===== src/design/ffba_pkg.sv =====
// ---------------------------------------------------------------------------
// ffba_pkg
// types and constants shared by the first-fit block allocator
// ---------------------------------------------------------------------------
package ffba_pkg;

    localparam logic [1:0] ACT_ALLOC  = 2'd0;
    localparam logic [1:0] ACT_FREE   = 2'd1;
    localparam logic [1:0] ACT_RESIZE = 2'd2;
    localparam logic [1:0] ACT_NONE   = 2'd3;

    localparam logic [1:0] ST_OK      = 2'd0;
    localparam logic [1:0] ST_BADSIZE = 2'd1;
    localparam logic [1:0] ST_FULL    = 2'd2;
    localparam logic [1:0] ST_UNKNOWN = 2'd3;

    localparam logic [1:0] REG_MAX_REQUEST  = 2'd0;
    localparam logic [1:0] REG_HEADER_BYTES = 2'd1;
    localparam logic [1:0] REG_HEAP_LIMIT   = 2'd2;

    localparam logic [31:0] MAX_REQUEST_RST  = 32'd100000000;
    localparam logic [7:0]  HEADER_BYTES_RST = 8'd32;
    localparam logic [31:0] HEAP_LIMIT_RST   = 32'hFFFF_FFFF;

    typedef struct packed {
        logic [1:0]  action;
        logic [31:0] req_size;
        logic [31:0] block_addr;
        logic        addr_is_null;
    } in_word_t;

    typedef struct packed {
        logic [1:0]  status;
        logic [31:0] result_addr;
        logic        result_null;
        logic        copy_needed;
        logic [31:0] copy_source;
        logic [31:0] copy_length;
        logic [10:0] free_block_count;
        logic [31:0] free_byte_count;
        logic [10:0] total_block_count;
        logic [31:0] total_byte_count;
        logic [31:0] header_byte_count;
    } out_word_t;

    // classified request passed from front to back
    typedef struct packed {
        logic [1:0]  action;
        logic        bad_size;
        logic        addr_is_null;
        logic [31:0] req_size;
        logic [31:0] block_addr;
    } cmd_t;

endpackage


===== src/design/ffba_front.sv =====
// ---------------------------------------------------------------------------
// ffba_front
// accepts request words, checks size, queues classified commands
// ---------------------------------------------------------------------------
module ffba_front
(
    input  logic               clk,
    input  logic               rst_n,
    input  logic               push,
    output logic               full,
    input  ffba_pkg::in_word_t in_word,
    input  logic [31:0]        max_request,
    output logic               cmd_valid,
    output ffba_pkg::cmd_t     cmd,
    input  logic               cmd_take
);

    ffba_pkg::cmd_t q_reg [2];
    logic           wp_reg, wp_next;
    logic           rp_reg, rp_next;
    logic [1:0]     cnt_reg, cnt_next;
    ffba_pkg::cmd_t c;
    logic           do_push;

    always_comb
    begin
        c.action       = in_word.action;
        c.addr_is_null = in_word.addr_is_null;
        c.req_size     = in_word.req_size;
        c.block_addr   = in_word.block_addr;
        c.bad_size     = (in_word.req_size == 32'd0) || (in_word.req_size > max_request);
    end

    assign full      = (cnt_reg == 2'd2);
    assign do_push   = push && !full;
    assign cmd_valid = (cnt_reg != 2'd0);
    assign cmd       = q_reg[rp_reg];

    always_comb
    begin
        wp_next  = wp_reg ^ do_push;
        rp_next  = rp_reg ^ (cmd_take && cmd_valid);
        cnt_next = cnt_reg + {1'b0, do_push} - {1'b0, cmd_take && cmd_valid};
    end

    always_ff @(posedge clk)
    begin
        if (do_push)
        begin
            q_reg[wp_reg] <= c;
        end
    end

    always_ff @(posedge clk or negedge rst_n)
    begin
        if (!rst_n)
        begin
            wp_reg  <= 1'b0;
            rp_reg  <= 1'b0;
            cnt_reg <= 2'd0;
        end
        else
        begin
            wp_reg  <= wp_next;
            rp_reg  <= rp_next;
            cnt_reg <= cnt_next;
        end
    end

endmodule


===== config.mk =====
export PLATFORM = sky130hd
export DESIGN_NAME = ffba_front
export DESIGN_NICKNAME = d
export VERILOG_FILES = /design/src/design/ffba_pkg.sv /design/src/design/ffba_front.sv
export SDC_FILE = /design/constraint.sdc
export NUM_CORES = 1
export LEC_CHECK = 0
export ABC_CLOCK_PERIOD_IN_PS = 3560
export BUFFER_PORTS_ARGS = -buffer_cell sky130_fd_sc_hd__buf_2
export CAP_MARGIN = 20
export CORE_ASPECT_RATIO = 1.4
export CORE_UTILIZATION = 25
export CTS_CLUSTER_DIAMETER = 30
export CTS_CLUSTER_SIZE = 25
export DETAILED_ROUTE_END_ITERATION = 8
export HOLD_SLACK_MARGIN = 0.1
export PLACE_DENSITY = 0.43
export SLEW_MARGIN = 30
export SYNTH_ARGS = -nofsm -noshare
export SYNTH_HDL_FRONTEND = slang
export SYNTH_SLANG_ARGS = --single-unit

===== constraint.sdc =====
create_clock -name clk -period 3.56 [get_ports clk]
set_input_delay 1.068 -clock clk [delete_from_list [all_inputs] [get_ports clk]]
set_output_delay 1.068 -clock clk [all_outputs]
set_load 0.005 [all_outputs]

## Word level (Yosys, flattened, before mapping)

Memory sizes are Yosys's and may differ from the RTL's.
Cells that the tools add are included.

- Div/mod/pow operators: 0
- Multiplexer cells: 2
- Bitwise gates (word level): 2
- $add $sub $neg: 2
- Reductions and logical operators: 6
- Shifts and indexed selects: 0
- Magnitude comparators: 1
- $mul: 0
- Equality and inequality tests: 1

Operators by type and width:

| kind | count |
|---|---|
| 32-bit > comparator | 1 |
| 32-bit zero test | 1 |
| 2-bit by 1-bit adder with 2-bit output | 1 |
| 2-bit == test, second input constant | 1 |
| 1-bit logical AND | 2 |
| 1-bit 2-to-1 mux | 2 |
| 2-bit nonzero test | 1 |
| 2-bit by 1-bit subtractor with 2-bit output | 1 |
| 1-bit bitwise XOR | 2 |
| 1-bit zero test | 1 |
| 1-bit logical OR | 1 |

- Memories: 1
- Register bits after elaboration: 4
- Word-level logic and storage cells: 18
- Bits in writable memories: 136
- Output and inout port bits: 70
- Bits in latches: 0
- Memory bits (read-only): 0
- Input port bits: 103

Memory list:

| memory | depth | bits a word | rd ports | clocked after memory_dff | write ports | line | source |
|---|---|---|---|---|---|---|---|
| q_reg | 2 | 68 | 1 | 0 | 1 | ffba_front.sv:18 | `ffba_pkg::cmd_t q_reg [2];` |

## Logic depth before layout (Yosys ltp)

- Depth in word-level cells: 5
- Mapped depth: 7

## Worst setup path before layout

No wires, ideal clock.

- Kind: input port to flip-flop
- Start: input port push
- End: memory q_reg[1][0] in the netlist's numbering (enable)
- Stages: 3
- Setup slack: 0.293 ns
- Arrival time: 2.834 ns
- Data required time: 3.126 ns
- Buffers on the path: 0
- Library setup time: 0.434 ns
- Cell sequence: nand2_1 -> inv_1 -> ha_1

- Longest elaborated chain between the ends: 3

Ends and longest elaborated chain:

| element | line | source |
|---|---|---|
| start, declared | ffba_front.sv:9 | `input logic push,` |
| 1-bit logical AND | ffba_front.sv:35 | `assign do_push = push && !full;` |
| 1-bit 2-to-1 mux | ffba_front.sv:48 | `if (do_push)` |
| 1-bit 2-to-1 mux (not written as such) | ffba_front.sv:50 | `q_reg[wp_reg] <= c;` |
| end, declared | ffba_front.sv:18 |  |

Every way passes these cells.

==> results.toml <==
[placement]
dp.cells = 835
gp_congestion = 0.720
port_buffers = 172
hpwlAfterDp_um = 10200

[synthesis]
synth_area_leader_cell = "edfxtp_1"
yosys_warnings = 0
synth_top_area_share_pct = 68.3
synth_edf_count = 136
yosys.cell_types.count = 33
synthesis.nets = 497
avgSynthCellArea_um2 = 16.7
postSynth.asyncResetShare_pct = 2.86
netlist_top_cells_area = "edfxtp_1, mux2_2, ha_1"
synth_flop_cell = "edfxtp_1"
ys_seq_area_share_pct = 70.0
syn_inst = 358
syn-cell-area_um2 = 5980
ys_ff_latch = 140

[finish]
instances_no_fill = 867
layout-drive-gt1-share_pct = 49.9
n_antenna_cell = 0
area_delta_synth_final_pct = 32.0
largest_reg_flops = 136
fin_util_pct = 33.8
fin_nets = 687

[setup_path]
cpPeakStageDelay_ns = 0.68
required_ns = 2.49
worst-setup-path-type = "flip-flop to primary output"
critical_path.max_fanout = 24
crit_path_end_kind = "primary output"
crit_chain = "buf_4 > mux2_2 > buf_2"
cp-start-kind = "flip-flop"
crit_slowest_cell = "dfrtp_4"
cp_data_arrival_time_ns = 1.95

[sta]
hold_viol = 0
slew_violations = 0
worstMarginPinSlew_ns = 0.446
grt_setup_unrepaired = "false"
fmax_ghz = 0.331
relSlewSlack_pct = 70.0
period_minus_slack_ns = 3.02
final-setup-viol-count = 0
finalClockSkew_ns = 0.0111
period_share_pct = 84.8
whs_ns = 0.452
tns_ns = 0

[die]
num_rows = 66
die_w_um = 133
ios = 173
core_um2 = 23400
die_h_um = 185
initial_core_util_pct = 25.6
dieArea_um2 = 24500

[clocking]
numCtsBuffers = 17
cts_root_buffer = "clkbuf_16"
clkSinkCount = 140
cts_setup_buffers = 0
worstSkewPairLatency_ns = 0.42
cts_buffer_depth = 2
cts_resized = 0
clk_pin_slew_worst_paths_ns = 0.06
hold_buffers = 0
tritoncts = "built"
cts-htree-levels = 4

[flow_run]
drv_cap = 0

[power_and_ir_drop]
ir_drop_mv = 0.313
power.leakage_nw = 3.17
p_total_mw = 5.71
pwr-share-clk_pct = 30.6
combPwrFrac_pct = 27.4
p_per_area_nw_per_um2 = 724
power.share.switching_pct = 27.5
internal_power_mw = 4.14
pwr-share-seq_pct = 42.0
p_sw_mw = 1.57

[drt]
wire_per_inst_um = 16.2
antenna_left = 0
dr.pass1.iters = 4
drc = 0
viasPerCell = 4.25
num_vias = 3687
routed_wirelength_um = 14000
drt_iter0_markers = 102

[grt]
grt_pass1_vias = 3975
overflow = 0
grt_first_pass_wirelength_um = 21700
grt_use_total_pct = 12.0
grt_max_degree = 30
antenna_found_initial = 0

[run_status]
status = "finished clean"

[hold_path]
min-delay-path-class = "primary input to async pin"
[cells in the final DEF, fill, tap and decap left out, types with 2 or more instances in the layout]
master / synthesis / final
a221o_1: 2 / 2
nor2_1: 5 / 5
inv_1: 37 / 37
buf_12: 0 / 3
clkinvlp_4: 0 / 3
nand4_1: 10 / 10
buf_4: 0 / 4
ha_4: 0 / 2
clkbuf_16: 0 / 17
ha_1: 36 / 34
clkinv_1: 0 / 3
nand3_1: 5 / 5
o211ai_1: 2 / 2
buf_2: 1 / 172
clkinv_2: 0 / 4
a21oi_1: 10 / 10
dfrtp_1: 4 / 3
nor4_1: 8 / 8
nand2_1: 8 / 8
xnor2_1: 2 / 2
bufinv_16: 0 / 3
mux2_2: 68 / 68
nor3_1: 2 / 2
edfxtp_1: 136 / 136
[worst paths after layout]
| kind | start | end | slack (ns) | depth (start not counted) |
|---|---|---|---|---|
| max | rp_reg$_DFF_PN0_ | cmd[6] | 0.54 | 3 |
| min | rst_n | cnt_reg[0]$_DFF_PN0_ | 0.45 | 1 |
| max reg2reg | cnt_reg[1]$_DFF_PN0_ | q_reg[0][5]$_DFFE_PP_ | 1.72 | 5 |
| min reg2reg | cnt_reg[1]$_DFF_PN0_ | cnt_reg[1]$_DFF_PN0_ | 0.50 | 1 |
| max in group asynchronous | rst_n | rp_reg$_DFF_PN0_ | 2.97 | 1 |
| min in group clk | cnt_reg[1]$_DFF_PN0_ | cnt_reg[1]$_DFF_PN0_ | 0.50 | 1 |
[critical path, delay by kind of cell, from the launching register on]
family   cells  cell delay [ns]
flops        1             0.68
buf+inv      2             0.47
mux          1             0.37
[routing by layer]
metal	wire, um	GRT usage [%]
met2	7630	21.9
met3	675	3.61
met1	5560	12.7
met4	167	5.01
met5	0	0
[final cells by class]
type	instances	area [um2]
well taps	306	383
inverters	37	139
repair buffers	179	951
clock inverters	14	153
fillers	2317	15500
multi-input cells	173	1650
clock buffers	18	429
flip-flops and latches	140	4190
[metrics by stage]
step                      cell area, um2  setup slack, ns
after global routing                7890            0.404
after floorplan                     5980            0.293
after global placement              7310            0.491
final                               7890            0.540
after detailed placement            7310            0.482
after CTS                           7890            0.448
[cell families after synthesis]
logic type,count (synthesis),synth area share (%)
adder cells (fa/ha/maj),36,7.54
AO/OA/AOI/OAI,21,2.28
XOR/XNOR,3,0.440
AND/OR/NAND/NOR,45,4.06
multiplexers,68,12.8
buffers and inverters,45,2.85
flip-flops,140,70.0
[Yosys cell counts, drive strengths merged (4+ instances only)]
master	instances
edfxtp	136
mux2	68
inv	37
ha	36
a21oi	11
nand4	10
nand2	8
nor4	8
nand3	5
nor2	5
buf	4
clkbuf	4
dfrtp	4
[power groups by stage]
stage	combinational, mW	sequential [mW]	clock [mW]
floorplan	0.911	2.37	0
global placement	1.62	2.42	0
detailed placement	1.63	2.44	0
CTS	1.63	2.41	1.81
global route	1.74	2.44	1.88
finish	1.57	2.40	1.75
Power figures use the tool's default switching activity.
